<file path="config.mk">
export PLATFORM = sky130hd
export DESIGN_NAME = polygon_perimeter_accumulator_top_flat
export DESIGN_NICKNAME = d
export VERILOG_FILES = /design/src/ppa_pkg.sv /design/src/ppa_if.sv /design/src/ppa_front.sv /design/src/ppa_fifo.sv /design/src/ppa_back.sv /design/src/polygon_perimeter_accumulator_top.sv /design/src/flat_wrapper.sv
export SDC_FILE = /design/constraint.sdc
export NUM_CORES = 2
export LEC_CHECK = 0
export BUFFER_PORTS_ARGS = -buffer_cell sky130_fd_sc_hd__clkbuf_2
export CORE_ASPECT_RATIO = 1.75
export CORE_MARGIN = 4
export CORE_UTILIZATION = 57
export CTS_CLUSTER_SIZE = 25
export DETAILED_ROUTE_END_ITERATION = 12
export GPL_ROUTABILITY_DRIVEN = 1
export HOLD_SLACK_MARGIN = 0.1
export PLACE_DENSITY = 0.74
export SLEW_MARGIN = 10
export SYNTH_ARGS = -nofsm -noshare
export SYNTH_HDL_FRONTEND = slang
export SYNTH_SLANG_ARGS = --single-unit
</file>
<file path="constraint.sdc">
create_clock -name clock -period 21.1 [get_ports clock]
set_input_delay 4.22 -clock clock [delete_from_list [all_inputs] [get_ports clock]]
set_output_delay 4.22 -clock clock [all_outputs]
set_load 0.02 [all_outputs]
</file>
<file path="src/ppa_pkg.sv">
`timescale 1ns / 1ps
package ppa_pkg;

   localparam int COORD_W     = 16;
   localparam int SQUARE_W    = 32;
   localparam int RADICAND_W  = 34;
   localparam int ROOT_W      = 17;
   localparam int REM_W       = 19;
   localparam int ROOT_ITERS  = RADICAND_W / 2;
   localparam int ITER_W      = 5;
   localparam int SUM_W       = 32;
   localparam int SCALE_W     = 16;
   localparam int SCALE_SUM_W = SCALE_W + 1;
   localparam int PERIM_W     = 48;
   localparam int PROD_W      = PERIM_W + 1;
   localparam int CSR_DATA_W  = 32;
   localparam int CSR_ADDR_W  = 3;

   localparam logic [SCALE_W-1:0] SCALE_RESET = 16'd2560;

   typedef enum logic {
      CSR_SCALE_X = 1'b0,
      CSR_SCALE_Y = 1'b1
   } csr_index_type;

   // One accepted vertex as seen by the back end: the edge from the previous
   // vertex (when there is one) and the closing edge back to the first vertex.
   typedef struct packed {
      logic               edge_valid;
      logic [COORD_W-1:0] edge_dx;
      logic [COORD_W-1:0] edge_dy;
      logic               last;
      logic [COORD_W-1:0] close_dx;
      logic [COORD_W-1:0] close_dy;
   } edge_job_type;

   function automatic logic [COORD_W-1:0] abs_diff(input logic [COORD_W-1:0] a,
                                                   input logic [COORD_W-1:0] b);
      logic [COORD_W:0] diff;
      logic [COORD_W:0] mag;
      diff = {a[COORD_W-1], a} - {b[COORD_W-1], b};
      mag  = diff[COORD_W] ? (~diff + {{COORD_W{1'b0}}, 1'b1}) : diff;
      return mag[COORD_W-1:0];
   endfunction

endpackage

</file>
<file path="src/ppa_if.sv">
`timescale 1ns / 1ps
interface ppa_req_if;
   logic                                valid;
   logic                                ready;
   logic signed [ppa_pkg::COORD_W-1:0]  vertex_x;
   logic signed [ppa_pkg::COORD_W-1:0]  vertex_y;
   logic                                last_vertex;

   modport source (output valid, output vertex_x, output vertex_y, output last_vertex,
                   input ready);
   modport sink   (input valid, input vertex_x, input vertex_y, input last_vertex,
                   output ready);
endinterface

interface ppa_rsp_if;
   logic                          valid;
   logic                          ready;
   logic [ppa_pkg::PERIM_W-1:0]   perimeter;
   logic                          saturated;

   modport source (output valid, output perimeter, output saturated, input ready);
   modport sink   (input valid, input perimeter, input saturated, output ready);
endinterface

</file>
<file path="src/ppa_front.sv">
`timescale 1ns / 1ps
module ppa_front (
   input  logic                  clock,
   input  logic                  reset,
   ppa_req_if.sink               req_bus,
   output logic                  push_valid,
   output ppa_pkg::edge_job_type push_job,
   input  logic                  push_ready
);

   logic                         have_first_ff;
   logic [ppa_pkg::COORD_W-1:0]  first_x_ff;
   logic [ppa_pkg::COORD_W-1:0]  first_y_ff;
   logic [ppa_pkg::COORD_W-1:0]  prev_x_ff;
   logic [ppa_pkg::COORD_W-1:0]  prev_y_ff;
   logic [ppa_pkg::COORD_W-1:0]  vx;
   logic [ppa_pkg::COORD_W-1:0]  vy;
   logic [ppa_pkg::COORD_W-1:0]  anchor_x;
   logic [ppa_pkg::COORD_W-1:0]  anchor_y;
   logic                         accept;

   assign vx       = req_bus.vertex_x;
   assign vy       = req_bus.vertex_y;
   assign accept   = req_bus.valid && push_ready;
   assign req_bus.ready = push_ready;

   // A vertex that opens a polygon is its own anchor: closing edge of zero.
   assign anchor_x = have_first_ff ? first_x_ff : vx;
   assign anchor_y = have_first_ff ? first_y_ff : vy;

   always_comb begin
      push_valid          = req_bus.valid;
      push_job.edge_valid = have_first_ff;
      push_job.edge_dx    = ppa_pkg::abs_diff(vx, prev_x_ff);
      push_job.edge_dy    = ppa_pkg::abs_diff(vy, prev_y_ff);
      push_job.last       = req_bus.last_vertex;
      push_job.close_dx   = ppa_pkg::abs_diff(anchor_x, vx);
      push_job.close_dy   = ppa_pkg::abs_diff(anchor_y, vy);
   end

   always_ff @(posedge clock) begin
      if (reset) begin
         have_first_ff <= 1'b0;
      end else if (accept) begin
         have_first_ff <= !req_bus.last_vertex;
      end
   end

   always_ff @(posedge clock) begin
      if (accept) begin
         prev_x_ff <= vx;
         prev_y_ff <= vy;
         if (!have_first_ff) begin
            first_x_ff <= vx;
            first_y_ff <= vy;
         end
      end
   end

endmodule

</file>
<file path="src/ppa_fifo.sv">
`timescale 1ns / 1ps
module ppa_fifo #(
   parameter int DEPTH = 2
) (
   input  logic                  clock,
   input  logic                  reset,
   input  logic                  push_valid,
   input  ppa_pkg::edge_job_type push_job,
   output logic                  push_ready,
   output logic                  pop_valid,
   output ppa_pkg::edge_job_type pop_job,
   input  logic                  pop_ready
);

   localparam int PTR_W = (DEPTH > 1) ? $clog2(DEPTH) : 1;
   localparam int CNT_W = $clog2(DEPTH + 1);

   ppa_pkg::edge_job_type mem_ff [DEPTH];
   logic [PTR_W-1:0]      wr_ptr_ff;
   logic [PTR_W-1:0]      rd_ptr_ff;
   logic [CNT_W-1:0]      count_ff;
   logic                  do_push;
   logic                  do_pop;

   assign push_ready = (count_ff != CNT_W'(DEPTH));
   assign pop_valid  = (count_ff != '0);
   assign pop_job    = mem_ff[rd_ptr_ff];
   assign do_push    = push_valid && push_ready;
   assign do_pop     = pop_valid && pop_ready;

   always_ff @(posedge clock) begin
      if (reset) begin
         wr_ptr_ff <= '0;
         rd_ptr_ff <= '0;
         count_ff  <= '0;
      end else begin
         if (do_push) begin
            wr_ptr_ff <= (wr_ptr_ff == PTR_W'(DEPTH - 1)) ? '0 : wr_ptr_ff + 1'b1;
         end
         if (do_pop) begin
            rd_ptr_ff <= (rd_ptr_ff == PTR_W'(DEPTH - 1)) ? '0 : rd_ptr_ff + 1'b1;
         end
         if (do_push && !do_pop) begin
            count_ff <= count_ff + 1'b1;
         end else if (do_pop && !do_push) begin
            count_ff <= count_ff - 1'b1;
         end
      end
   end

   always_ff @(posedge clock) begin
      if (do_push) begin
         mem_ff[wr_ptr_ff] <= push_job;
      end
   end

endmodule

</file>
<file path="src/ppa_back.sv">
`timescale 1ns / 1ps
module ppa_back (
   input  logic                         clock,
   input  logic                         reset,
   input  logic                         pop_valid,
   input  ppa_pkg::edge_job_type        pop_job,
   output logic                         pop_ready,
   input  logic [ppa_pkg::SCALE_W-1:0]  scale_x,
   input  logic [ppa_pkg::SCALE_W-1:0]  scale_y,
   ppa_rsp_if.source                    rsp_bus
);

   typedef enum logic [2:0] {
      ST_IDLE,
      ST_SQUARE,
      ST_LOAD,
      ST_ROOT,
      ST_ACCUM,
      ST_MULT,
      ST_EMIT
   } state_type;

   state_type                         state_ff;
   logic                              last_ff;
   logic                              closing_ff;
   logic [ppa_pkg::COORD_W-1:0]       dx_ff;
   logic [ppa_pkg::COORD_W-1:0]       dy_ff;
   logic [ppa_pkg::COORD_W-1:0]       close_dx_ff;
   logic [ppa_pkg::COORD_W-1:0]       close_dy_ff;
   logic [ppa_pkg::SQUARE_W-1:0]      sqx_ff;
   logic [ppa_pkg::SQUARE_W-1:0]      sqy_ff;
   logic [ppa_pkg::RADICAND_W-1:0]    rad_ff;
   logic [ppa_pkg::REM_W-1:0]         rem_ff;
   logic [ppa_pkg::ROOT_W-1:0]        root_ff;
   logic [ppa_pkg::ITER_W-1:0]        iter_ff;
   logic [ppa_pkg::SUM_W-1:0]         sum_ff;
   logic [ppa_pkg::PROD_W-1:0]        prod_ff;
   logic                              out_valid_ff;
   logic [ppa_pkg::PERIM_W-1:0]       perim_ff;
   logic                              sat_ff;

   logic [ppa_pkg::REM_W+1:0]         rem_shift;
   logic [ppa_pkg::REM_W+1:0]         root_trial;
   logic [ppa_pkg::REM_W+1:0]         rem_diff;
   logic                              root_ge;
   logic [ppa_pkg::SUM_W:0]           sum_next;
   logic [ppa_pkg::SCALE_SUM_W-1:0]   scale_sum;
   logic                              out_free;

   assign pop_ready         = (state_ff == ST_IDLE);
   assign out_free          = !out_valid_ff || rsp_bus.ready;
   assign rsp_bus.valid     = out_valid_ff;
   assign rsp_bus.perimeter = perim_ff;
   assign rsp_bus.saturated = sat_ff;

   // One root digit per cycle: bring down two radicand bits, try 4*root+1.
   always_comb begin
      rem_shift  = {rem_ff, rad_ff[ppa_pkg::RADICAND_W-1 -: 2]};
      root_trial = {2'b00, root_ff, 2'b01};
      root_ge    = (rem_shift >= root_trial);
      rem_diff   = rem_shift - root_trial;
      sum_next   = {1'b0, sum_ff} + (ppa_pkg::SUM_W + 1)'(root_ff);
      scale_sum  = {1'b0, scale_x} + {1'b0, scale_y};
   end

   always_ff @(posedge clock) begin
      if (reset) begin
         state_ff     <= ST_IDLE;
         out_valid_ff <= 1'b0;
         sum_ff       <= '0;
      end else begin
         if (state_ff == ST_EMIT && out_free) begin
            out_valid_ff <= 1'b1;
         end else if (rsp_bus.ready) begin
            out_valid_ff <= 1'b0;
         end
         unique case (state_ff)
            ST_IDLE: begin
               if (pop_valid) begin
                  last_ff     <= pop_job.last;
                  closing_ff  <= !pop_job.edge_valid;
                  close_dx_ff <= pop_job.close_dx;
                  close_dy_ff <= pop_job.close_dy;
                  dx_ff       <= pop_job.edge_valid ? pop_job.edge_dx : pop_job.close_dx;
                  dy_ff       <= pop_job.edge_valid ? pop_job.edge_dy : pop_job.close_dy;
                  if (pop_job.edge_valid || pop_job.last) begin
                     state_ff <= ST_SQUARE;
                  end
               end
            end
            ST_SQUARE: begin
               sqx_ff   <= ppa_pkg::SQUARE_W'(dx_ff) * ppa_pkg::SQUARE_W'(dx_ff);
               sqy_ff   <= ppa_pkg::SQUARE_W'(dy_ff) * ppa_pkg::SQUARE_W'(dy_ff);
               state_ff <= ST_LOAD;
            end
            ST_LOAD: begin
               rad_ff   <= {2'b00, sqx_ff} + {2'b00, sqy_ff};
               rem_ff   <= '0;
               root_ff  <= '0;
               iter_ff  <= '0;
               state_ff <= ST_ROOT;
            end
            ST_ROOT: begin
               rad_ff  <= {rad_ff[ppa_pkg::RADICAND_W-3:0], 2'b00};
               rem_ff  <= root_ge ? rem_diff[ppa_pkg::REM_W-1:0]
                                  : rem_shift[ppa_pkg::REM_W-1:0];
               root_ff <= {root_ff[ppa_pkg::ROOT_W-2:0], root_ge};
               iter_ff <= iter_ff + 1'b1;
               if (iter_ff == ppa_pkg::ITER_W'(ppa_pkg::ROOT_ITERS - 1)) begin
                  state_ff <= ST_ACCUM;
               end
            end
            ST_ACCUM: begin
               // clip the running sum rather than wrap
               sum_ff <= sum_next[ppa_pkg::SUM_W] ? '1 : sum_next[ppa_pkg::SUM_W-1:0];
               if (last_ff && !closing_ff) begin
                  closing_ff <= 1'b1;
                  dx_ff      <= close_dx_ff;
                  dy_ff      <= close_dy_ff;
                  state_ff   <= ST_SQUARE;
               end else if (last_ff) begin
                  state_ff <= ST_MULT;
               end else begin
                  state_ff <= ST_IDLE;
               end
            end
            ST_MULT: begin
               prod_ff  <= ppa_pkg::PROD_W'(sum_ff) * ppa_pkg::PROD_W'(scale_sum);
               state_ff <= ST_EMIT;
            end
            ST_EMIT: begin
               if (out_free) begin
                  perim_ff     <= prod_ff[ppa_pkg::PERIM_W] ? '1
                                                            : prod_ff[ppa_pkg::PERIM_W-1:0];
                  sat_ff       <= prod_ff[ppa_pkg::PERIM_W];
                  sum_ff       <= '0;
                  state_ff     <= ST_IDLE;
               end
            end
            default: begin
               state_ff <= ST_IDLE;
            end
         endcase
      end
   end

endmodule

</file>
<file path="src/polygon_perimeter_accumulator_top.sv">
`timescale 1ns / 1ps
// Closed polygon perimeter accumulator. Vertices arrive one per req_bus
// transfer in signed Q1.14; last_vertex closes the polygon and produces one
// rsp_bus transfer: sum of floor Euclidean edge lengths times
// (scale_x + scale_y), unsigned with 22 fraction bits, clipped to 2^48-1
// with saturated set. A vertex that opens a polygon without closing it only
// passes the back-end idle state; every other vertex goes through square,
// load, 17-step bit-serial square root and accumulate, and a closing vertex
// runs these for the closing edge, then the scale multiply and result load.
// The shared square-root unit in the back end limits the vertex rate; the
// front end keeps accepting into a QUEUE_DEPTH-entry queue while it works.
// Registers: scale_x at byte address 0, scale_y at 4, both reset to 10.0.
module polygon_perimeter_accumulator_top #(
   parameter int QUEUE_DEPTH = 2
) (
   input  logic                             clock,
   input  logic                             reset,
   ppa_req_if.sink                          req_bus,
   ppa_rsp_if.source                        rsp_bus,
   input  logic                             psel,
   input  logic                             penable,
   input  logic                             pwrite,
   input  logic [ppa_pkg::CSR_ADDR_W-1:0]   paddr,
   input  logic [ppa_pkg::CSR_DATA_W-1:0]   pwdata,
   output logic [ppa_pkg::CSR_DATA_W-1:0]   prdata,
   output logic                             pready
);

   logic [ppa_pkg::SCALE_W-1:0]  scale_x_ff;
   logic [ppa_pkg::SCALE_W-1:0]  scale_y_ff;
   logic                         csr_write;
   ppa_pkg::csr_index_type       csr_index;
   logic                         push_valid;
   logic                         push_ready;
   ppa_pkg::edge_job_type        push_job;
   logic                         pop_valid;
   logic                         pop_ready;
   ppa_pkg::edge_job_type        pop_job;

   assign pready    = 1'b1;
   assign csr_write = psel && penable && pwrite && pready;
   assign csr_index = ppa_pkg::csr_index_type'(paddr[2]);

   always_comb begin
      unique case (csr_index)
         ppa_pkg::CSR_SCALE_X: prdata = {{(ppa_pkg::CSR_DATA_W-ppa_pkg::SCALE_W){1'b0}},
                                         scale_x_ff};
         ppa_pkg::CSR_SCALE_Y: prdata = {{(ppa_pkg::CSR_DATA_W-ppa_pkg::SCALE_W){1'b0}},
                                         scale_y_ff};
         default:              prdata = '0;
      endcase
   end

   always_ff @(posedge clock) begin
      if (reset) begin
         scale_x_ff <= ppa_pkg::SCALE_RESET;
         scale_y_ff <= ppa_pkg::SCALE_RESET;
      end else if (csr_write) begin
         if (csr_index == ppa_pkg::CSR_SCALE_X) begin
            scale_x_ff <= pwdata[ppa_pkg::SCALE_W-1:0];
         end else begin
            scale_y_ff <= pwdata[ppa_pkg::SCALE_W-1:0];
         end
      end
   end

   ppa_front u_front (
      .clock      (clock),
      .reset      (reset),
      .req_bus    (req_bus),
      .push_valid (push_valid),
      .push_job   (push_job),
      .push_ready (push_ready)
   );

   ppa_fifo #(
      .DEPTH (QUEUE_DEPTH)
   ) u_fifo (
      .clock      (clock),
      .reset      (reset),
      .push_valid (push_valid),
      .push_job   (push_job),
      .push_ready (push_ready),
      .pop_valid  (pop_valid),
      .pop_job    (pop_job),
      .pop_ready  (pop_ready)
   );

   ppa_back u_back (
      .clock     (clock),
      .reset     (reset),
      .pop_valid (pop_valid),
      .pop_job   (pop_job),
      .pop_ready (pop_ready),
      .scale_x   (scale_x_ff),
      .scale_y   (scale_y_ff),
      .rsp_bus   (rsp_bus)
   );

endmodule

</file>
<file path="src/flat_wrapper.sv">
// flat-port wrapper written by rule: the top's interface ports become plain ports
module polygon_perimeter_accumulator_top_flat 
#(
   parameter int QUEUE_DEPTH = 2
)
  (clock, reset, psel, penable, pwrite, paddr, pwdata, prdata, pready, req_bus_valid, req_bus_vertex_x, req_bus_vertex_y, req_bus_last_vertex, req_bus_ready, rsp_bus_valid, rsp_bus_perimeter, rsp_bus_saturated, rsp_bus_ready);
  ppa_req_if req_bus_i ();
  ppa_rsp_if rsp_bus_i ();
  input  logic clock;
  input  logic reset;
  input  logic psel;
  input  logic penable;
  input  logic pwrite;
  input  logic [ppa_pkg::CSR_ADDR_W-1:0] paddr;
  input  logic [ppa_pkg::CSR_DATA_W-1:0] pwdata;
  output logic [ppa_pkg::CSR_DATA_W-1:0] prdata;
  output logic pready;
  input wire logic [$bits(req_bus_i.valid)-1:0] req_bus_valid;
  input wire logic [$bits(req_bus_i.vertex_x)-1:0] req_bus_vertex_x;
  input wire logic [$bits(req_bus_i.vertex_y)-1:0] req_bus_vertex_y;
  input wire logic [$bits(req_bus_i.last_vertex)-1:0] req_bus_last_vertex;
  output wire logic [$bits(req_bus_i.ready)-1:0] req_bus_ready;
  output wire logic [$bits(rsp_bus_i.valid)-1:0] rsp_bus_valid;
  output wire logic [$bits(rsp_bus_i.perimeter)-1:0] rsp_bus_perimeter;
  output wire logic [$bits(rsp_bus_i.saturated)-1:0] rsp_bus_saturated;
  input wire logic [$bits(rsp_bus_i.ready)-1:0] rsp_bus_ready;
  assign req_bus_i.valid = req_bus_valid;
  assign req_bus_i.vertex_x = req_bus_vertex_x;
  assign req_bus_i.vertex_y = req_bus_vertex_y;
  assign req_bus_i.last_vertex = req_bus_last_vertex;
  assign req_bus_ready = req_bus_i.ready;
  assign rsp_bus_valid = rsp_bus_i.valid;
  assign rsp_bus_perimeter = rsp_bus_i.perimeter;
  assign rsp_bus_saturated = rsp_bus_i.saturated;
  assign rsp_bus_i.ready = rsp_bus_ready;
  polygon_perimeter_accumulator_top #(.QUEUE_DEPTH(QUEUE_DEPTH)) u_core (.clock(clock), .reset(reset), .req_bus(req_bus_i), .rsp_bus(rsp_bus_i), .psel(psel), .penable(penable), .pwrite(pwrite), .paddr(paddr), .pwdata(pwdata), .prdata(prdata), .pready(pready));
endmodule
</file>
== Word level (Yosys, flattened, before mapping) ==
Memories as Yosys holds them, arrays and structs flattened. A register that Yosys moved wholly into a read port is not among the register bits.
Cells that the tools add are included.
W data, S select, Z words.
Storage, ports and cells
  flip-flop bits (word level): 440
  latch bits: 0
  memory bits (writable): 132
  bits in read-only memories: 0
  output and inout port bits: 84
  word-level logic and storage cells: 145
  memories: 1
Memory list
  u_core.u_fifo.mem_ff: words 2, bits a word 66, read ports 1, clocked after memory_dff 1, wr ports 1, RTL line ppa_fifo.sv:18  | ppa_pkg::edge_job_type mem_ff [DEPTH];
Operators by class
  $add $sub $neg: 17
  $mul: 3
  divide/modulo/power cells: 0
  order comparisons: 1
  equal/unequal tests: 13
  shift-type cells: 0
  muxes and demuxes: 43
  bitwise logic cells: 6
  reduce and logical (&&, ||, !) cells: 33
Operators with widths (count)
  $mux W16: 12
  $pmux W32 S2: 2
  $pmux W34 S2: 1
  $sub A16 B16 Y17: 4
  $add A16 B1 Y16 const B: 4
  $mul A16 B16 Y32: 2
  $mux W32: 2
  $not A16 Y16: 4
  $pmux W16 S2: 2
  $mul A32 B17 Y49: 1
  $pmux W19 S2: 1
  $pmux W17 S2: 1
  $add A32 B17 Y33: 1
  $add A32 B32 Y33: 1
  $ge A21 B19 Y1: 1
  $pmux W3 S7: 1
  $mux W19: 1
  $sub A19 B19 Y19: 1
  $mux W3: 6
  $add A16 B16 Y17: 1
  $ne A2 B2 Y1 const B: 6
  $reduce_and A2 Y1: 6
  $reduce_bool A2 Y1: 6
  $mux W1: 10
  18 further kinds: 39

== Longest topological paths before layout ==
  word-level depth: 6
  mapped depth: 35

== Modules after synthesis ==
A second synthesis with hierarchy kept.
Unflattened totals
  cell total of the unflattened synthesis: 6311
  area total of the unflattened synthesis: 61774.2 um^2
Modules (own cells, without submodules)
  ppa_back: instances 1, cells an instance 5073, area each 47983.5 um^2, sequential area each 9759.4 um^2
  ppa_front: instances 1, cells an instance 848, area each 7121.8 um^2, sequential area each 1941.9 um^2
  ppa_fifo: instances 1, cells an instance 229, area each 4992.3 um^2, sequential area each 4063.9 um^2
  polygon_perimeter_accumulator_top: instances 1, cells an instance 161, area each 1676.6 um^2, sequential area each 640.6 um^2

== Worst setup path after synthesis ==
OpenSTA, ideal clock, no wires.
  kind: in2reg
  start: input reset
  end: register u_core.u_back.sqx_ff[0] (netlist bit) (enable)
  arrival: 10819 ps
  data required time: 20442 ps
  setup slack: 9623 ps
  cell stages on the path: 2
  buffers on the path: 1
  path through: clkbuf_1 > nor4b_1
On the way
  longest elaborated chain between the ends: 2
Ends and longest elaborated chain
  start, declared: RTL line flat_wrapper.sv:10  | input logic reset;
  $not A1 Y1 (no line)
  $reduce_and A2 Y1 (no line)
  end signal, assigned: RTL line ppa_back.sv:92  | sqx_ff <= ppa_pkg::SQUARE_W'(dx_ff) * ppa_pkg::SQUARE_W'(dx_ff);
  end, declared: RTL line ppa_back.sv:30  | logic [ppa_pkg::SQUARE_W-1:0] sqx_ff;
No other way between the ends.
A chain may end at the register's enable or synchronous reset.

== Worst setup path after layout ==
  start: register u_core.scale_y_ff[0] (netlist bit)
  end: register u_core.u_back.prod_ff[46] (netlist bit), data pin
On the way
  longest elaborated chain between the ends: 2
Ends and longest elaborated chain
  start, declared: RTL line polygon_perimeter_accumulator_top.sv:30  | logic [ppa_pkg::SCALE_W-1:0] scale_y_ff;
  start signal, assigned: RTL line polygon_perimeter_accumulator_top.sv:57  | scale_y_ff <= ppa_pkg::SCALE_RESET;
  start signal, assigned: RTL line polygon_perimeter_accumulator_top.sv:62  | scale_y_ff <= pwdata[ppa_pkg::SCALE_W-1:0];
  $add A16 B16 Y17: RTL line ppa_back.sv:63  | scale_sum = {1'b0, scale_x} + {1'b0, scale_y};
  $mul A32 B17 Y49: RTL line ppa_back.sv:128  | prod_ff <= ppa_pkg::PROD_W'(sum_ff) * ppa_pkg::PROD_W'(scale_sum);
  end signal, assigned: RTL line ppa_back.sv:128
  end, declared: RTL line ppa_back.sv:37  | logic [ppa_pkg::PROD_W-1:0] prod_ff;
No other way between the ends.

==> impl_metrics.ini <==
[status]
status = completed

[floorplan]
die_area_um2 = 115000
core-area_um2 = 109000
initial_cell_density_of_the_core = 0.575
dieWidth_um = 258
top_level_ports = 159
die_h_um = 446
core_rows = 160

[synthesis]
post_synth_instance_area_um2 = 62500
most_frequently_used_flop_master_after_synthesis = sky130_fd_sc_hd__edfxtp_1
postSynthRegisterBits = 571
yosysUniqueCellTypes = 90
post_synth_inst_count = 6599
synth-async-reset-ratio = 0
yosysWarnings = 0
synth.avg_cell_area_um2 = 9.47
synth_edf_count = 497
synth-seq-area-share = 0.263

[global_route]
grt_start_max_net_pins = 76
grt_first_pass_wirelength_um = 239000
grt_overflow_total = 0
grt_antenna_before_repair = 4
grt_usage = 0.253
vias_in_the_first_global_route = 48800

[worst_hold_path]
worst_hold_path_type = reg -> reg

[clock_network]
cts_inserted_buffers = 56
cts_sinks = 571
cts_hold_buffers = 0
clk_latency_ns = 0.70
htree_num_levels = 2
cts.repair_timing.setup_buffer_count = 0
cts_repair_resize_count = 0
cts_root_buf = sky130_fd_sc_hd__clkbuf_16
cts_tree = done
cts.path.max_buffers = 3
clk_transition_reported_paths_ns = 0.06

[worst_setup_path]
critPathCapture = u_core.u_back.prod_ff[46]
cp_max_fo = 66
timing.rr.end = u_core.u_back.prod_ff[46]
worst_r2r_startpoint = u_core.scale_y_ff[0]
crit_path_start_kind = register
timing.critical_path.required_ns = 21.48
timing.reg2reg.setup_slack_ns = 10.41
worstRegToRegCells = 34
critical_path.startpoint = u_core.scale_y_ff[0]
cp_class = reg -> reg
cp_common_cell = sky130_fd_sc_hd__fa_1
critical_path.slowest_cell = sky130_fd_sc_hd__a21boi_0
cpPeakStageDelay_ns = 0.79
worst_ep_arrival_time_ns = 11.07
end_kind = register

[sta]
slew_viol_final = 0
final.period_utilization = 0.507
final_hold_viol_count = 0
setup-violations-final = 0
relSlewSlack = 0.184
achievable-frequency_mhz = 93.5
grt_setup_unrepaired = false
worst_pin_slew_ns = 1.22
clock-skew-final_ns = 0.0716
fin_tns_setup_ns = 0
finalCriticalPeriod_ns = 10.69

[final_layout]
filler_cell_count = 9014
area.growth.synth_to_final_pct = 6.35
post_route_cells_drive_above_1_share = 0.0677
area_taken_by_flip_flops_and_latches_um2 = 16400
final_cell_mix = sky130_fd_sc_hd__inv_1 (1,213), sky130_fd_sc_hd__nand2_1 (887), sky130_fd_sc_hd__fa_1 (783), sky130_fd_sc_hd__edfxtp_1 (497), sky130_fd_sc_hd__ha_1 (463)
net_total_in_the_final_layout = 7878
layout.cells.most_common = sky130_fd_sc_hd__inv_1
footprint_of_the_multi_input_gates_um2 = 40600

[placement]
post-dp-hpwl_um = 110000
number_of_port_buffers = 123
routabilityCongestion = 0.882

[detailed_routing]
vias = 45800
drt-total-wl_um = 143000
drt_pre_antenna_iters = 5
drt-initial-drc-count = 2712
detail_route.wl_per_cell_um = 17.7
antenna_violating_nets_remaining = 0
viasPerCell = 5.68
post-route-drc-count = 0

[job]
timing.max_cap.violations = 0
## routing by layer
metal	wire length, µm	track usage	vias to the layer above
met4	6570	0.108	2
met5	11	0	-
li1	-	-	21300
met3	7350	0.0311	331
met1	54200	0.299	23000
met2	74800	0.466	1241
## area by class of cell
class,instances,share of cell area
antenna,4,0.000151
clock buffer,62,0.0217
clock inverter,39,0.00744
inverter,1213,0.0685
multi-input combinational,4523,0.611
sequential,571,0.247
tap,1458,0.0275
timing repair buffer,190,0.0168
## critical path, delay by kind of cell (launching register included)
kind	cells	cell delay, ns
fa+ha+maj	9	4.05
compound gates	14	3.96
buf+inv	7	1.09
simple gates	4	0.91
flops	1	0.36
## stage by stage
step | instances | hold WS, ns | worst slack [ns] | area (µm²) | utilization
after floorplan | 6614 | 0.444 | 9.62 | 62500 | -
after global placement | 7955 | 0.460 | 10.73 | 64500 | 0.593
after detailed placement | 7955 | 0.469 | 10.55 | 64500 | 0.593
after CTS | 8056 | 0.478 | 10.53 | 66400 | 0.611
after global routing | 8056 | 0.503 | 9.76 | 66400 | 0.611
final | 8060 | 0.478 | 10.41 | 66400 | 0.611
## cells in the mapped netlist (all sizes together), types with 53 or more instances
library cell	count	area (µm²)
inv	1213	4550
nand2	887	3330
fa	783	15700
edfxtp	497	14900
ha	465	5820
nor2	280	1050
clkbuf	276	1040
a21oi	274	1370
and2	222	1390
o21ai	222	1110
xnor2	169	1480
a21o	103	773
nand2b	87	544
nor2b	87	544
xor2	79	692
dfxtp	74	1480
nor3	63	315
nand3	61	305
or2	57	357
mux2	55	619
o211ai	53	398
## sequential cells by signal, indices dropped and copies added, names as in the netlist, 17 cells and up, named ones only
name / cells
u_core.u_back.root_ff: 17
u_core.u_back.sqy_ff: 31
u_core.u_back.sum_ff: 32
u_core.u_fifo.mem_ff: 132
u_core.u_back.rsp_bus.perimeter: 48
u_core.u_back.sqx_ff: 31
u_core.u_back.rem_ff: 19
u_core.u_back.prod_ff: 49
u_core.u_back.rad_ff: 34
## kinds of logic after synthesis
group / after synthesis / share of synthesized area
AOI/OAI and AO/OA: 998 / 0.104
xor gates and xnor gates: 249 / 0.0351
DFF: 571 / 0.263
buffers and inverters: 1520 / 0.0925
and+or+nand+nor: 1904 / 0.143
adders and majority gates: 1248 / 0.344
other: 2 / 0.000120
muxes: 107 / 0.0182
## worst min-delay path by stage
stage / start / end / slack, ns / cells past startpoint
floorplan: u_core.u_front.have_first_ff / u_core.u_fifo.mem_ff[0][65] / 0.44 / 0
global placement: u_core.scale_y_ff[12] / u_core.scale_y_ff[12] / 0.46 / 2
detailed placement: u_core.scale_x_ff[1] / u_core.scale_x_ff[1] / 0.47 / 2
CTS: u_core.scale_x_ff[1] / u_core.scale_x_ff[1] / 0.48 / 2
global route: u_core.u_back.prod_ff[15] / u_core.u_back.rsp_bus.perimeter[15] / 0.50 / 1
finish: u_core.u_back.prod_ff[44] / u_core.u_back.rsp_bus.perimeter[44] / 0.48 / 1
Power is not shown: default switching activity piles up to over one toggle a cycle in this logic, so the estimate is an artifact.
